## src/design/ccal_pkg.sv

```systemverilog
// ----------------------------------------------------------------------------
// ccal_pkg
// Shared types, constants and helper functions of the calendar clock.
// ----------------------------------------------------------------------------
package ccal_pkg;

	localparam int ALARM_SLOTS = 5;
	localparam int SLOT_W      = (ALARM_SLOTS > 1) ? $clog2(ALARM_SLOTS) : 1;
	localparam int CNT_W       = $clog2(ALARM_SLOTS + 1);
	localparam int ALARM_W     = 17;

	localparam logic [13:0] YEAR_MAX = 14'd9999;

	// reset date and time
	localparam logic [13:0] YEAR_RST   = 14'd2024;
	localparam logic [3:0]  MONTH_RST  = 4'd11;
	localparam logic [4:0]  DAY_RST    = 5'd3;
	localparam logic [4:0]  HOUR_RST   = 5'd1;
	localparam logic [5:0]  MINUTE_RST = 6'd59;
	localparam logic [5:0]  SECOND_RST = 6'd58;

	// command codes
	localparam logic [2:0] CMD_TICK  = 3'd0;
	localparam logic [2:0] CMD_LOAD  = 3'd1;
	localparam logic [2:0] CMD_ADD   = 3'd2;
	localparam logic [2:0] CMD_CLEAR = 3'd3;
	localparam logic [2:0] CMD_RUN   = 3'd4;
	localparam logic [2:0] CMD_ZONE  = 3'd5;

	typedef struct packed {
		logic [13:0] year;
		logic [3:0]  month;
		logic [4:0]  day;
		logic [4:0]  hour;
		logic [5:0]  minute;
		logic [5:0]  second;
	} cal_time_t;

	// captured, range-fixed load fields
	typedef struct packed {
		logic [13:0] year;
		logic [3:0]  month;
		logic [4:0]  day;
		logic [4:0]  hour;
		logic [5:0]  minute;
		logic [5:0]  second;
		logic        leap;
		logic [1:0]  zone;
	} load_t;

	typedef struct packed {
		logic tick;
		logic load;
		logic zone;
	} tk_op_t;

	// y / 100 through reciprocal 5243 / 2^19; the fraction of an exact
	// multiple stays below 2048 for any 14-bit year
	function automatic logic leap_year(input logic [13:0] y);
		logic [27:0] prod;
		logic        div4;
		logic        div100;
		logic        div400;
		prod   = 28'(y) * 28'd5243;
		div4   = (y[1:0] == 2'd0);
		div100 = (prod[18:0] < 19'd2048);
		div400 = div100 && (prod[20:19] == 2'd0);
		return div4 && (!div100 || div400);
	endfunction

	function automatic logic [4:0] month_len(input logic leap, input logic [3:0] m);
		logic [4:0] len;
		case (m) inside
			4'd2:                     len = leap ? 5'd29 : 5'd28;
			4'd4, 4'd6, 4'd9, 4'd11:  len = 5'd30;
			default:                  len = 5'd31;
		endcase
		return len;
	endfunction

	function automatic logic [3:0] zone_hours(input logic [1:0] zs);
		logic [3:0] h;
		case (zs)
			2'd0:    h = 4'd0;
			2'd1:    h = 4'd3;
			2'd2:    h = 4'd9;
			default: h = 4'd10;
		endcase
		return h;
	endfunction

	function automatic logic [ALARM_W-1:0] pack_hms(input logic [4:0] h,
		input logic [5:0] m, input logic [5:0] s);
		return {h, m, s};
	endfunction

endpackage

```

## src/design/ccal_alarm_mem.sv

```systemverilog
// ----------------------------------------------------------------------------
// ccal_alarm_mem
// Alarm table: one write port, one read port, registered read data.
// ----------------------------------------------------------------------------
module ccal_alarm_mem (
	input  logic                          clk,
	input  logic                          we,
	input  logic [ccal_pkg::SLOT_W-1:0]   waddr,
	input  logic [ccal_pkg::ALARM_W-1:0]  wdata,
	input  logic                          re,
	input  logic [ccal_pkg::SLOT_W-1:0]   raddr,
	output logic [ccal_pkg::ALARM_W-1:0]  rdata
);
	import ccal_pkg::*;

	logic [ALARM_W-1:0] mem [ALARM_SLOTS];
	logic [ALARM_W-1:0] rdata_q;

	always_ff @(posedge clk) begin
		if (we) begin
			mem[waddr] <= wdata;
		end
	end

	always_ff @(posedge clk) begin
		if (re) begin
			rdata_q <= mem[raddr];
		end
	end

	assign rdata = rdata_q;

endmodule

```

## src/design/ccal_timekeeper.sv

```systemverilog
// ----------------------------------------------------------------------------
// ccal_timekeeper
// Date and time registers with second tick, load and zone shift.
// ----------------------------------------------------------------------------
module ccal_timekeeper (
	input  logic                clk,
	input  logic                arst_n,
	input  ccal_pkg::tk_op_t    op,
	input  ccal_pkg::load_t     ld,
	output ccal_pkg::cal_time_t now
);
	import ccal_pkg::*;

	cal_time_t  time_q;
	cal_time_t  time_d;
	logic [3:0] zone_q;
	logic [3:0] zone_d;
	logic       leap_cur_q;
	logic       day_inc;
	logic       day_dec;
	logic [5:0] h6;
	logic [3:0] nz;
	logic [4:0] ld_len;
	logic [4:0] cur_len;

	assign nz      = zone_hours(ld.zone);
	assign h6      = 6'(time_q.hour) + 6'd24 + 6'(nz) - 6'(zone_q);
	assign ld_len  = month_len(ld.leap, ld.month);
	assign cur_len = month_len(leap_cur_q, time_q.month);

	always_comb begin
		time_d  = time_q;
		zone_d  = zone_q;
		day_inc = 1'b0;
		day_dec = 1'b0;
		if (op.load) begin
			time_d.year   = ld.year;
			time_d.month  = ld.month;
			time_d.day    = (ld.day == 5'd0 || ld.day > ld_len) ? 5'd1 : ld.day;
			time_d.hour   = ld.hour;
			time_d.minute = ld.minute;
			time_d.second = ld.second;
		end else if (op.tick) begin
			time_d.second = time_q.second + 6'd1;
			if (time_q.second >= 6'd59) begin
				time_d.second = 6'd0;
				time_d.minute = time_q.minute + 6'd1;
				if (time_q.minute >= 6'd59) begin
					time_d.minute = 6'd0;
					time_d.hour   = time_q.hour + 5'd1;
					if (time_q.hour >= 5'd23) begin
						time_d.hour = 5'd0;
						day_inc     = 1'b1;
					end
				end
			end
		end else if (op.zone) begin
			zone_d = nz;
			if (h6 >= 6'd48) begin
				time_d.hour = 5'(h6 - 6'd48);
				day_inc     = 1'b1;
			end else if (h6 >= 6'd24) begin
				time_d.hour = 5'(h6 - 6'd24);
			end else begin
				time_d.hour = 5'(h6);
				day_dec     = 1'b1;
			end
		end

		if (day_inc) begin
			if (time_q.day >= cur_len) begin
				time_d.day = 5'd1;
				if (time_q.month >= 4'd12) begin
					time_d.month = 4'd1;
					time_d.year  = (time_q.year >= YEAR_MAX) ? 14'd0 : time_q.year + 14'd1;
				end else begin
					time_d.month = time_q.month + 4'd1;
				end
			end else begin
				time_d.day = time_q.day + 5'd1;
			end
		end else if (day_dec) begin
			if (time_q.day > 5'd1) begin
				time_d.day = time_q.day - 5'd1;
			end else if (time_q.month > 4'd1) begin
				// year unchanged, so the current leap flag covers February
				time_d.month = time_q.month - 4'd1;
				time_d.day   = month_len(leap_cur_q, time_q.month - 4'd1);
			end else begin
				time_d.month = 4'd12;
				time_d.day   = 5'd31;
				time_d.year  = (time_q.year == 14'd0) ? YEAR_MAX : time_q.year - 14'd1;
			end
		end
	end

	always_ff @(posedge clk or negedge arst_n) begin
		if (!arst_n) begin
			time_q.year   <= YEAR_RST;
			time_q.month  <= MONTH_RST;
			time_q.day    <= DAY_RST;
			time_q.hour   <= HOUR_RST;
			time_q.minute <= MINUTE_RST;
			time_q.second <= SECOND_RST;
			zone_q        <= 4'd0;
			leap_cur_q    <= leap_year(YEAR_RST);
		end else begin
			time_q     <= time_d;
			zone_q     <= zone_d;
			// registered from the year, so it lags it; updates never come back to back
			leap_cur_q <= leap_year(time_q.year);
		end
	end

	assign now = time_q;

endmodule

```

## src/design/calendar_clock_with_alarms.sv

```systemverilog
// ----------------------------------------------------------------------------
// calendar_clock_with_alarms
// Calendar clock with Gregorian date, time zone shift and an alarm table.
// ----------------------------------------------------------------------------
// Usage:
//   Input channel in_valid/in_ready carries one command beat (cmd plus the
//   load, alarm, zone and run fields). Output channel out_valid/out_ready
//   returns one result beat per command: date, time, displayed hour, PM flag,
//   alarm hit, alarm count and status. cfg_we/cfg_wdata writes the
//   twelve-hour display mode; write it only while no command is in flight.
//   Sequence: a command passes from accept through the EXEC and DONE
//   states into the result register. A tick on a running clock with alarms
//   stored also scans the alarm table, one entry per cycle through the
//   table's read port, then a DRAIN state waits for the last read data.
//   in_ready is high whenever the sequencer is idle, also while an earlier
//   result still waits in the output register; a finished command holds in
//   its result state until that register is free.
//   Reset: date 2024-11-03, time 01:59:58, zone offset 0, clock stopped,
//   alarm table empty, 24-hour display. Table contents are not cleared.
// ----------------------------------------------------------------------------
module calendar_clock_with_alarms (
	input  logic        clk,
	input  logic        arst_n,
	input  logic        cfg_we,
	input  logic        cfg_wdata,
	input  logic        in_valid,
	output logic        in_ready,
	input  logic [2:0]  cmd,
	input  logic [13:0] year_in,
	input  logic [3:0]  month_in,
	input  logic [4:0]  day_in,
	input  logic [4:0]  hour_in,
	input  logic [5:0]  minute_in,
	input  logic [5:0]  second_in,
	input  logic [1:0]  zone_select,
	input  logic        run_in,
	output logic        out_valid,
	input  logic        out_ready,
	output logic [13:0] year_out,
	output logic [3:0]  month_out,
	output logic [4:0]  day_out,
	output logic [4:0]  hour_out,
	output logic [5:0]  minute_out,
	output logic [5:0]  second_out,
	output logic [4:0]  shown_hour,
	output logic        pm_flag,
	output logic        alarm_hit,
	output logic [2:0]  alarm_count,
	output logic        status
);
	import ccal_pkg::*;

	localparam logic [2:0] ST_IDLE  = 3'd0;
	localparam logic [2:0] ST_EXEC  = 3'd1;
	localparam logic [2:0] ST_SCAN  = 3'd2;
	localparam logic [2:0] ST_DRAIN = 3'd3;
	localparam logic [2:0] ST_DONE  = 3'd4;

	logic [2:0]         state_q;
	logic               twelve_q;
	logic               running_q;
	logic [CNT_W-1:0]   cnt_q;
	logic [SLOT_W-1:0]  scan_idx_q;
	logic               rd_vld_s1;
	logic               hit_q;
	logic               status_q;
	logic [2:0]         cmd_q;
	logic               run_q;
	load_t              ld_q;
	load_t              ld_d;
	logic [13:0]        year_sat;

	tk_op_t             op;
	cal_time_t          now;
	logic               accept;
	logic               exec;
	logic               out_free;
	logic               mem_we;
	logic               mem_re;
	logic [ALARM_W-1:0] mem_rdata;
	logic               table_full;

	logic               out_valid_q;
	cal_time_t          out_time_q;
	logic [4:0]         shown_q;
	logic               pm_q;
	logic               hit_out_q;
	logic [2:0]         count_out_q;
	logic               status_out_q;
	logic [4:0]         shown_d;

	assign in_ready   = (state_q == ST_IDLE);
	assign accept     = in_valid && in_ready;
	assign exec       = (state_q == ST_EXEC);
	assign out_free   = !out_valid_q || out_ready;
	assign table_full = (cnt_q >= CNT_W'(ALARM_SLOTS));

	// range fixing on capture; day is fixed in the timekeeper
	assign year_sat = (year_in > YEAR_MAX) ? YEAR_MAX : year_in;
	always_comb begin
		ld_d.year   = year_sat;
		ld_d.month  = (month_in == 4'd0 || month_in > 4'd12) ? 4'd1 : month_in;
		ld_d.day    = day_in;
		ld_d.hour   = (hour_in >= 5'd24) ? 5'd0 : hour_in;
		ld_d.minute = (minute_in >= 6'd60) ? 6'd0 : minute_in;
		ld_d.second = (second_in >= 6'd60) ? 6'd0 : second_in;
		ld_d.leap   = leap_year(year_sat);
		ld_d.zone   = zone_select;
	end

	always_ff @(posedge clk) begin
		if (accept) begin
			ld_q  <= ld_d;
			cmd_q <= cmd;
			run_q <= run_in;
		end
	end

	assign op.tick = exec && (cmd_q == CMD_TICK) && running_q;
	assign op.load = exec && (cmd_q == CMD_LOAD);
	assign op.zone = exec && (cmd_q == CMD_ZONE);

	ccal_timekeeper u_tk (
		.clk    (clk),
		.arst_n (arst_n),
		.op     (op),
		.ld     (ld_q),
		.now    (now)
	);

	// table writes happen only in EXEC, reads only in SCAN: no overlap
	assign mem_we = exec && (cmd_q == CMD_ADD) && !table_full;
	assign mem_re = (state_q == ST_SCAN);

	ccal_alarm_mem u_mem (
		.clk   (clk),
		.we    (mem_we),
		.waddr (SLOT_W'(cnt_q)),
		.wdata (pack_hms(ld_q.hour, ld_q.minute, ld_q.second)),
		.re    (mem_re),
		.raddr (scan_idx_q),
		.rdata (mem_rdata)
	);

	always_ff @(posedge clk or negedge arst_n) begin
		if (!arst_n) begin
			state_q    <= ST_IDLE;
			twelve_q   <= 1'b0;
			running_q  <= 1'b0;
			cnt_q      <= '0;
			scan_idx_q <= '0;
			rd_vld_s1  <= 1'b0;
			hit_q      <= 1'b0;
			status_q   <= 1'b0;
		end else begin
			if (cfg_we) begin
				twelve_q <= cfg_wdata;
			end
			rd_vld_s1 <= mem_re;
			if (rd_vld_s1 && mem_rdata == pack_hms(now.hour, now.minute, now.second)) begin
				hit_q <= 1'b1;
			end
			unique case (state_q)
				ST_IDLE: begin
					if (accept) begin
						hit_q    <= 1'b0;
						status_q <= 1'b0;
						state_q  <= ST_EXEC;
					end
				end
				ST_EXEC: begin
					scan_idx_q <= '0;
					// a running tick with stored alarms walks the table
					state_q    <= (cmd_q == CMD_TICK && running_q && cnt_q != '0) ?
						ST_SCAN : ST_DONE;
					case (cmd_q)
						CMD_ADD: begin
							if (table_full) begin
								status_q <= 1'b1;
							end else begin
								cnt_q <= cnt_q + 1'b1;
							end
						end
						CMD_CLEAR: cnt_q     <= '0;
						CMD_RUN:   running_q <= run_q;
						default: ;
					endcase
				end
				ST_SCAN: begin
					scan_idx_q <= scan_idx_q + 1'b1;
					if (scan_idx_q == SLOT_W'(cnt_q - 1'b1)) begin
						state_q <= ST_DRAIN;
					end
				end
				ST_DRAIN: state_q <= ST_DONE;
				ST_DONE: begin
					if (out_free) begin
						state_q <= ST_IDLE;
					end
				end
				default: state_q <= ST_IDLE;
			endcase
		end
	end

	always_comb begin
		shown_d = now.hour;
		if (twelve_q) begin
			shown_d = (now.hour >= 5'd12) ? now.hour - 5'd12 : now.hour;
			if (shown_d == 5'd0) begin
				shown_d = 5'd12;
			end
		end
	end

	always_ff @(posedge clk or negedge arst_n) begin
		if (!arst_n) begin
			out_valid_q <= 1'b0;
		end else if (state_q == ST_DONE && out_free) begin
			out_valid_q <= 1'b1;
		end else if (out_ready) begin
			out_valid_q <= 1'b0;
		end
	end

	always_ff @(posedge clk) begin
		if (state_q == ST_DONE && out_free) begin
			out_time_q   <= now;
			shown_q      <= shown_d;
			pm_q         <= (now.hour >= 5'd12);
			hit_out_q    <= hit_q;
			count_out_q  <= 3'(cnt_q);
			status_out_q <= status_q;
		end
	end

	assign out_valid   = out_valid_q;
	assign year_out    = out_time_q.year;
	assign month_out   = out_time_q.month;
	assign day_out     = out_time_q.day;
	assign hour_out    = out_time_q.hour;
	assign minute_out  = out_time_q.minute;
	assign second_out  = out_time_q.second;
	assign shown_hour  = shown_q;
	assign pm_flag     = pm_q;
	assign alarm_hit   = hit_out_q;
	assign alarm_count = count_out_q;
	assign status      = status_out_q;

	a_cnt_bound: assert property (@(posedge clk) disable iff (!arst_n)
		cnt_q <= CNT_W'(ALARM_SLOTS))
		else $error("alarm count beyond table size");

	a_scan_no_write: assert property (@(posedge clk) disable iff (!arst_n)
		(state_q == ST_SCAN || state_q == ST_DRAIN) |-> !mem_we)
		else $error("table write during scan");

	a_scan_in_range: assert property (@(posedge clk) disable iff (!arst_n)
		mem_re |-> (CNT_W'(scan_idx_q) < cnt_q))
		else $error("scan read past stored alarms");

	a_hit_only_tick: assert property (@(posedge clk) disable iff (!arst_n)
		(state_q == ST_DONE && hit_q) |-> (cmd_q == CMD_TICK && running_q && !status_q))
		else $error("alarm hit on a non-tick command");

	a_time_range: assert property (@(posedge clk) disable iff (!arst_n)
		out_valid_q |-> (month_out >= 4'd1 && month_out <= 4'd12 && hour_out < 5'd24))
		else $error("result time out of range");

endmodule

```

## config.mk

```make
export PLATFORM = sky130hd
export DESIGN_NAME = calendar_clock_with_alarms
export DESIGN_NICKNAME = d
export VERILOG_FILES = /design/src/design/ccal_pkg.sv /design/src/design/ccal_alarm_mem.sv /design/src/design/ccal_timekeeper.sv /design/src/design/calendar_clock_with_alarms.sv
export SDC_FILE = /design/constraint.sdc
export NUM_CORES = 1
export LEC_CHECK = 0
export CAP_MARGIN = 20
export CORE_MARGIN = 2
export CORE_UTILIZATION = 41
export CTS_CLUSTER_DIAMETER = 80
export CTS_CLUSTER_SIZE = 30
export DETAILED_ROUTE_END_ITERATION = 16
export DONT_BUFFER_PORTS = 1
export GPL_ROUTABILITY_DRIVEN = 0
export PLACE_DENSITY_LB_ADDON = 0.15
export SLEW_MARGIN = 20
export SYNTH_ARGS = -nofsm -noshare
export SYNTH_HDL_FRONTEND = slang
export SYNTH_SLANG_ARGS = --single-unit
```

## constraint.sdc

```tcl
create_clock -name clk -period 5 [get_ports clk]
set_input_delay 0.25 -clock clk [delete_from_list [all_inputs] [get_ports clk]]
set_output_delay 0.25 -clock clk [all_outputs]
set_load 0.02 [all_outputs]
```

==> flow_summary.yaml, run 1 <==
critical_path:
  critPathSlowestCell: "dfstp_2"
  cp.required_ps: 5420
  cpPeakStageDelay_ps: 640
  worstPathArrival_ps: 5350
  worstPathCellList: "ha_4 -> inv_1 -> fa_1 -> inv_2 -> fa_1 -> inv_1 -> fa_1 -> fa_1 -> inv_1 -> ha_1 -> nand3_1 -> or4b_4 -> a21oi_2 -> a31oi_1 -> nor3_2 -> nand3_1 -> o31a_1"
  path_class: "flop to flop"
  worst-path-max-fanout: 4
  crit_top_cell: "fa_1"
  startpoint_type: "flop"
  regToRegStartpoint: "u_tk.now[36]$_DFF_PN1_"
  crit_path_end_kind: "flop"
  crit_start: "u_tk.now[36]$_DFF_PN1_"
grt:
  grt-ovfl-total: 0
  antenna_found_initial: 0
  grt_max_degree: 60
  first_global_vias: 12900
  grt_pass1_wl_mm: 72.4
  grt_use_total_pct: 19.6
die:
  initial_core_util_pct: 41.7
  die_area_um2: 46900
  io_pins: 105
  core_um2: 44400
  die_y_um: 217
  die_w_um: 217
  row_count: 77
place:
  placed_cell_area_um2: 20100
  place.port_buffers: 0
  hpwlAfterDp_mm: 33.8
cts:
  ctsHtreeMaxLevel: 1
  insertion_delay_ps: 560
  clockBufferDepth: 3
  path_clk_slew_ps: 110
  cts_made_buffers: 18
  cts-root-buf: "clkbuf_16"
  cts_tree: "built"
  cts.sinks: 259
sta:
  slew_headroom_pct: 25.9
  fin_worst_skew_ps: 54.2
  setup_tns_ps: 0
  setup_viol: 0
  fin_crit_sh_pct: 98.7
  max_freq_mhz: 203
  drv_slew: 0
  worst_slew_pin_slew_ps: 1110
  period_needed_ps: 4940
  hold_viol_final: 0
  rsz0062_at_grt: "true"
layout:
  multi_input_area_um2: 10100
  register_area_um2: 7510
  drive_above_1_share_pct: 15.4
  diodes: 0
  final_nets: 2152
  syn2layout_area_growth_pct: 15.5
  fill_cells: 4039
  final_design_area_no_fill_um2: 21400
status:
  outcome: "complete, no violations"
synth:
  synth_seq_cells: 259
  netlist_instances: 1640
  synth_edf_count: 200
  synthArstFlopShare_pct: 22.8
  synth_nets: 2013
  synth_ff_type: "edfxtp_1"
  synth-warning-count: 0
  syn_area_um2: 18500
  ys_seq_area_share_pct: 40.6
  synth_cell_types: 79
  avgSynthCellArea_um2: 11.3
drt:
  vias: 12600
  drt-total-wl_mm: 45.2
  avgViaCountPerCell: 5.29
  routedWlPerCell_um: 19.0
  post-route-drc-count: 0
  detail-route-antenna-nets: 0
  drt_iter0_drc: 773
  drtPass1Iterations: 5
min_path:
  hp-class: "primary input to flop"
  min-delay-start: "hour_in[3]"
run:
  drv_cap: 0
==> through the flow <==
stage	utilization, %	setup WS, ps	std cells	hold WS (ps)
after global placement	45.4	-209	2303	-43.5
after floorplan	-	-223	1640	-45.6
final	48.1	63.4	2383	20.1
after CTS	47.8	2.78	2376	4.01
after global routing	48.1	-198	2383	12.9
after detailed placement	45.4	-312	2303	-42.6
==> cells in the final DEF (no fill, tap or decap), types with 15 or more instances in the layout <==
cell type,count
clkbuf_16,18
dlygate4sd3_1,39
ha_1,196
buf_4,125
edfxtp_1,200
nand3_1,30
nor3_1,22
xnor2_1,57
inv_1,240
dfrtp_1,35
nand2_1,98
o21ai_0,72
fa_1,116
nor2_1,74
mux4_2,17
and3_1,15
mux2_2,19
dfstp_2,23
a31oi_1,18
a21oi_1,79
and2_1,26
xor2_1,17
==> kinds of logic after synthesis <==
logic type               share of synthesized area, %
AND/OR/NAND/NOR                                  9.51
adder cells (fa/ha/maj)                          26.4
AO/OA/AOI/OAI                                    10.3
buffers and inverters                            6.16
flip-flops                                       40.6
XOR/XNOR                                         3.50
multiplexers                                     3.60
==> Yosys cell counts (all sizes together) (11+ instances only) <==
cell	number	area, um^2
nor2	75	284
nand3	32	165
buf	18	92.6
dfstp	23	604
xor2	17	149
fa	116	2320
nand2b	16	100
mux2	19	214
ha	205	2560
mux4	17	383
clkbuf	34	129
a31oi	21	131
o22ai	11	68.8
and2	29	181
a21o	14	105
and3	19	119
xnor2	57	499
a21oi	82	410
inv	245	920
nor3	27	140
a211oi	14	105
o21ai	79	399
dfrtp	36	901
nand2	99	374
edfxtp	200	6010
==> cell type report <==
class / count / area share, %
tap: 592 / 3.46
timing repair buffer: 171 / 6.91
sequential: 259 / 35.1
clock inverter: 12 / 0.767
clock buffer: 20 / 2.14
inverter: 245 / 4.32
multi-input combinational: 1084 / 47.3
==> metal layers <==
layer / GRT usage, % / part of all wire [%]
met2: 33.8 / 49
met3: 2.13 / 3.6
met5: 0 / 0
met1: 27.0 / 46
met4: 3.54 / 1.7
==> worst max-delay path: cells and delay by family (launching register included) <==
| family | cells | cell delay, ps |
|---|---|---|
| flip-flops | 1 | 640 |
| buffers and inverters | 4 | 210 |
| adder cells (fa/ha/maj) | 6 | 2500 |
| AND/OR/NAND/NOR | 4 | 950 |
| AO/OA/AOI/OAI | 3 | 550 |
==> sequential cells by signal (all words and copies together), names as in the netlist, 4 cells and up <==
register	flops
day_out	5
year_out	14
u_mem.mem	85
minute_out	6
ld_q	43
u_mem.rdata	17
month_out	4
hour_out	5
u_tk.now	40
shown_hour	5
second_out	6
==> repair_timing <==
item                                    4_1_cts  5_1_grt
endpoints found under the hold margin        96        0
pin swaps                                    11       25
setup buffers                                 1        7
gates resized for setup                       6       17
hold buffers                                 40        0
endpoints found under the setup margin        1        2
==> final timing paths <==
kind	cells past startpoint	slack, ps	to
setup / recovery	17	60	u_tk.leap_cur_q$_DFF_PN1_
hold / removal	2	20	ld_q[16]$_SDFFCE_PP0P_
setup reg to reg	17	60	u_tk.leap_cur_q$_DFF_PN1_
hold reg to reg	0	470	status$_DFFE_PP_
max in group asynchronous	2	4350	u_tk.now[31]$_DFF_PN1_
min in group asynchronous	2	260	rd_vld_s1$_DFF_PN0_
Power of run 1 is left out: the tool's default activity adds up to more than one toggle a clock period on the data nets, which glitch-free logic cannot reach.
==> run 2, diff against run 1 <==
--- a/config.mk
+++ b/config.mk
@@ -13,6 +13,7 @@
 export DETAILED_ROUTE_END_ITERATION = 16
 export DONT_BUFFER_PORTS = 1
 export GPL_ROUTABILITY_DRIVEN = 0
+export MAX_ROUTING_LAYER = met4
 export PLACE_DENSITY_LB_ADDON = 0.15
 export SLEW_MARGIN = 20
 export SYNTH_ARGS = -nofsm -noshare
==> run 2 against run 1 <==
Clock skew grew 1.8 ps. Die area is the same. Global-route usage grew 0.59 points. Clock-buffer cell count is the same. Design area is the same. Sequential share of layout area is the same. Largest cell class unchanged. Critical path type unchanged. Flip-flop and latch count is the same. Setup slack gained 7.3 ps. Core utilization is the same. Non-clock buffer count is the same.
==> flow_summary.yaml, run 2 (synthesis gave the netlist of run 1 again) <==
status:
  outcome: "complete, no violations"
critical_path:
  cpPeakStageDelay_ps: 640
  startpoint_type: "flop"
  critPathSlowestCell: "dfstp_2"
  crit_path_end_kind: "flop"
  worstPathArrival_ps: 5350
  worst-path-max-fanout: 4
  cp_top_family: "adder cells"
  critPathBufInv: 4
  path_class: "flop to flop"
  cp.required_ps: 5420
  regToRegStartpoint: "u_tk.now[36]$_DFF_PN1_"
  crit_top_cell: "fa_1"
  crit_start: "u_tk.now[36]$_DFF_PN1_"
  worstPathCellList: "ha_4 -> inv_1 -> fa_1 -> inv_2 -> fa_1 -> inv_1 -> fa_1 -> fa_1 -> inv_1 -> ha_1 -> nand3_1 -> or4b_4 -> a21oi_2 -> a31oi_1 -> nor3_2 -> nand3_1 -> o31a_1"
die:
  die_w_um: 217
  die_y_um: 217
  die_area_um2: 46900
  row_count: 77
  io_pins: 105
  initial_core_util_pct: 41.7
  core_um2: 44400
place:
  hpwlAfterDp_mm: 33.8
  place.port_buffers: 0
  place_inst: 2303
  placed_cell_area_um2: 20100
sta:
  rsz0062_at_grt: "true"
  fin_worst_skew_ps: 56.0
  setup_viol: 0
  drv_slew: 0
  period_needed_ps: 4930
  hold_viol_final: 0
  slew_headroom_pct: 27.0
  fin_crit_sh_pct: 98.6
  max_freq_mhz: 203
  worst_slew_pin_slew_ps: 1100
drt:
  drt_iter0_drc: 892
  vias: 12600
  avgViaCountPerCell: 5.28
  drtPass1Iterations: 5
  routedWlPerCell_um: 19.0
  drt-total-wl_mm: 45.4
  post-route-drc-count: 0
  detail-route-antenna-nets: 0
run:
  drv_cap: 0
layout:
  layout.cells.most_common: "inv_1"
  final_design_area_no_fill_um2: 21400
  largest_reg_flops: 85
  final_nets: 2152
  multi_input_area_um2: 10100
  register_area_um2: 7510
  final_cell_mix: "inv_1, edfxtp_1, ha_1"
  utilization_pct: 48.1
  fin_cells: 2383
  syn2layout_area_growth_pct: 15.5
  drive_above_1_share_pct: 15.4
  fill_cells: 4039
  diodes: 0
  regMostFlops: "u_mem.mem"
grt:
  grt_use_total_pct: 20.2
  grt_max_degree: 60
  grt-ovfl-total: 0
  grt_pass1_wl_mm: 72.4
  antenna_found_initial: 0
  first_global_vias: 12900
cts:
  clockBufferDepth: 3
  path_clk_slew_ps: 110
  cts.sinks: 259
  ctsHtreeMaxLevel: 1
  cts_tree: "built"
  insertion_delay_ps: 560
  cts_made_buffers: 18
  cts-root-buf: "clkbuf_16"
min_path:
  hp-class: "primary input to flop"
  min-delay-start: "hour_in[3]"
run 2: cell counts in the layout (fill, tap and decap cells not counted):
Identical to the previous run, type by type.
run 2: per-layer routing:
metal	share of wire [%]	up-vias	GRT usage (%)	wire length (um)
met2	49	221	33.9	22100
met1	46	6343	27.0	21000
met5	0	-	-	0
li1	-	5973	-	-
met3	3.3	43	1.96	1500
met4	1.7	0	3.54	769
run 2: worst reg2reg max path, stage by stage, from the launching register on:
cell     delay [ps]
dfstp_2         640
ha_4            170
inv_1            50
fa_1            510
inv_2            60
fa_1            500
inv_1            50
fa_1            460
fa_1            560
inv_1            50
ha_1            310
nand3_1          80
or4b_4          550
a21oi_2         130
a31oi_1          60
nor3_2          220
nand3_1          90
o31a_1          350
run 2: layout make-up:
type                    instances  share of cell area, %
well taps                     592                   3.46
repair buffers                171                   6.91
flip-flops and latches        259                   35.1
inverters                     245                   4.32
clock buffers                  20                   2.14
multi-input cells            1084                   47.3
clock inverters                12                  0.767
run 2: per-stage QoR:
| step | setup WS [ps] | hold WS, ps | TNS (ps) |
|---|---|---|---|
| detailed placement | -312 | -42.6 | -420 |
| finish | 70.7 | 13.9 | 0 |
| global route | -198 | 12.9 | -198 |
| CTS | 2.78 | 4.01 | 0 |
| floorplan | -223 | -45.6 | -223 |
| global placement | -209 | -43.5 | -295 |
run 2: path summary, 6_finish.rpt:
| check | end | slack (ps) | depth (start not counted) |
|---|---|---|---|
| max in group asynchronous | u_tk.now[29]$_DFF_PN1_ | 4350 | 2 |
| min in group asynchronous | rd_vld_s1$_DFF_PN0_ | 260 | 2 |
| setup / recovery | u_tk.leap_cur_q$_DFF_PN1_ | 70 | 17 |
| hold reg to reg | status$_DFFE_PP_ | 470 | 0 |
| setup reg to reg | u_tk.leap_cur_q$_DFF_PN1_ | 70 | 17 |
| hold / removal | ld_q[16]$_SDFFCE_PP0P_ | 10 | 2 |
run 2: what timing repair did:
action                                 4_1_cts  5_1_grt
endpoints found under the hold margin       96        0
pin swaps                                   11       25
buffers inserted                             1        7
gates cloned                                 0        0
setup endpoints to repair                    1        2
hold buffers                                40        0
resized for setup                            6       17
Power of run 2 is left out for the same reason.
==> run 3, diff against run 2 <==
--- a/config.mk
+++ b/config.mk
@@ -6,7 +6,6 @@
 export NUM_CORES = 1
 export LEC_CHECK = 0
 export CAP_MARGIN = 20
-export CORE_MARGIN = 2
 export CORE_UTILIZATION = 41
 export CTS_CLUSTER_DIAMETER = 80
 export CTS_CLUSTER_SIZE = 30
==> run 3 against run 2 <==
Die area shrank 1.8%. Design area is essentially flat. Global-route usage up 0.26 points. Register-to-register slack better by 20 ps. Critical path depth did not move. Flip-flop and latch count unchanged. Core utilization hardly changed.
==> flow_summary.yaml, run 3 (synthesis gave the netlist of run 1 again) <==
place:
  place.port_buffers: 0
  hpwlAfterDp_mm: 33.5
  place_inst: 2304
  placed_cell_area_um2: 20100
  pre_cts_ws_ps: -318
layout:
  drive_above_1_share_pct: 15.2
  final_cell_mix: "inv_1, edfxtp_1, ha_1"
  final_design_area_no_fill_um2: 21400
  layout.cells.most_common: "inv_1"
  utilization_pct: 48.1
  final_nets: 2152
  fin_cells: 2384
  syn2layout_area_growth_pct: 15.4
  diodes: 0
  largest_reg_flops: 85
  fill_cells: 4007
  regMostFlops: "u_mem.mem"
critical_path:
  cp.required_ps: 5430
  crit_path_end_kind: "flop"
  worst-path-max-fanout: 5
  startpoint_type: "flop"
  path_class: "flop to flop"
  worstPathArrival_ps: 5340
sta:
  layout_setup_ws_ps: 93.9
  rsz0062_at_grt: "true"
  setup_viol: 0
  worst_slew_pin_slew_ps: 1120
  hold_viol_final: 0
  fin_crit_sh_pct: 98.1
  period_needed_ps: 4910
  slew_headroom_pct: 25.6
  max_freq_mhz: 204
  fin_worst_skew_ps: 54.0
  drv_slew: 0
drt:
  detail-route-antenna-nets: 0
  vias: 12500
  avgViaCountPerCell: 5.23
  drt_iter0_drc: 759
  post-route-drc-count: 0
  drt-total-wl_mm: 45.1
  drtPass1Iterations: 5
  routedWlPerCell_um: 18.9
grt:
  grt-ovfl-total: 0
  antenna_found_initial: 0
  grt_max_degree: 60
  first_global_vias: 12900
  grt_pass1_wl_mm: 72.2
  grt_use_total_pct: 20.5
cts:
  cts_made_buffers: 19
  path_clk_slew_ps: 70
  cts.sinks: 259
  cts-root-buf: "clkbuf_16"
  ctsHtreeMaxLevel: 1
  insertion_delay_ps: 560
  clockBufferDepth: 3
  cts_tree: "built"
die:
  core_um2: 44400
  row_count: 77
  io_pins: 105
  die_area_um2: 46000
  die_y_um: 215
  initial_core_util_pct: 41.7
  die_w_um: 215
status:
  outcome: "complete, no violations"
run:
  drv_cap: 0
min_path:
  hp-class: "primary input to flop"
[run 3: per-stage QoR]
stage               setup TNS, ps  hold WS, ps
floorplan                    -223        -45.6
global placement             -200        -42.2
detailed placement           -352        -42.3
CTS                             0         1.51
global route                 -169         28.6
finish                          0         31.7
[run 3: cell type report]
class | instances | area, um^2 | area share, %
multi-input combinational | 1084 | 10100 | 47.1
sequential | 259 | 7510 | 35.1
timing repair buffer | 170 | 1450 | 6.76
inverter | 245 | 920 | 4.30
tap | 592 | 741 | 3.47
clock buffer | 22 | 497 | 2.32
clock inverter | 12 | 188 | 0.878
[run 3: repair_timing]
action | CTS | global route
hold buffers | 41 | 0
endpoints found under the hold margin | 96 | 0
buffers inserted | 0 | 5
pin swaps | 2 | 17
resized for setup | 3 | 17
setup endpoints to repair | 1 | 2
[run 3: per-layer routing]
layer	routed length [um]	GRT usage (%)	vias to the layer above	part of all wire (%)
met2	21900	33.8	198	49
met3	1510	2.01	35	3.4
met4	663	3.95	0	1.5
li1	-	-	5973	-
met1	21000	27.5	6251	47
met5	0	-	-	0
[run 3: path summary, 6_finish.rpt]
path                                             start                         to  slack (ps)  cells past startpoint
worst max register to register  u_tk.now[33]$_DFF_PN1_  u_tk.leap_cur_q$_DFF_PN1_          90                     17
max in group asynchronous                       arst_n     u_tk.now[34]$_DFF_PN1_        4360                      2
worst min register to register    status_q$_DFFE_PN0P_           status$_DFFE_PP_         460                      0
worst max-delay path            u_tk.now[33]$_DFF_PN1_  u_tk.leap_cur_q$_DFF_PN1_          90                     17
worst min-delay path                       month_in[1]     ld_q[26]$_SDFFCE_PP0P_          30                      1
min in group asynchronous                       arst_n    u_tk.now[0]$_DFFE_PN0P_         240                      2
[run 3: worst max-delay path: stages (launching register included)]
cell and delay (ps):
dfstp_2 390, buf_6 140, buf_12 120, fa_1 550
ha_1 150, inv_1 50, fa_1 540, inv_1 60
fa_1 510, fa_1 520, ha_1 320, o211ai_1 120
or4b_4 550, a21oi_2 130, a31oi_1 50, nor3_1 190
nand3_1 90, o31a_1 340
Power of run 3 is left out for the same reason.
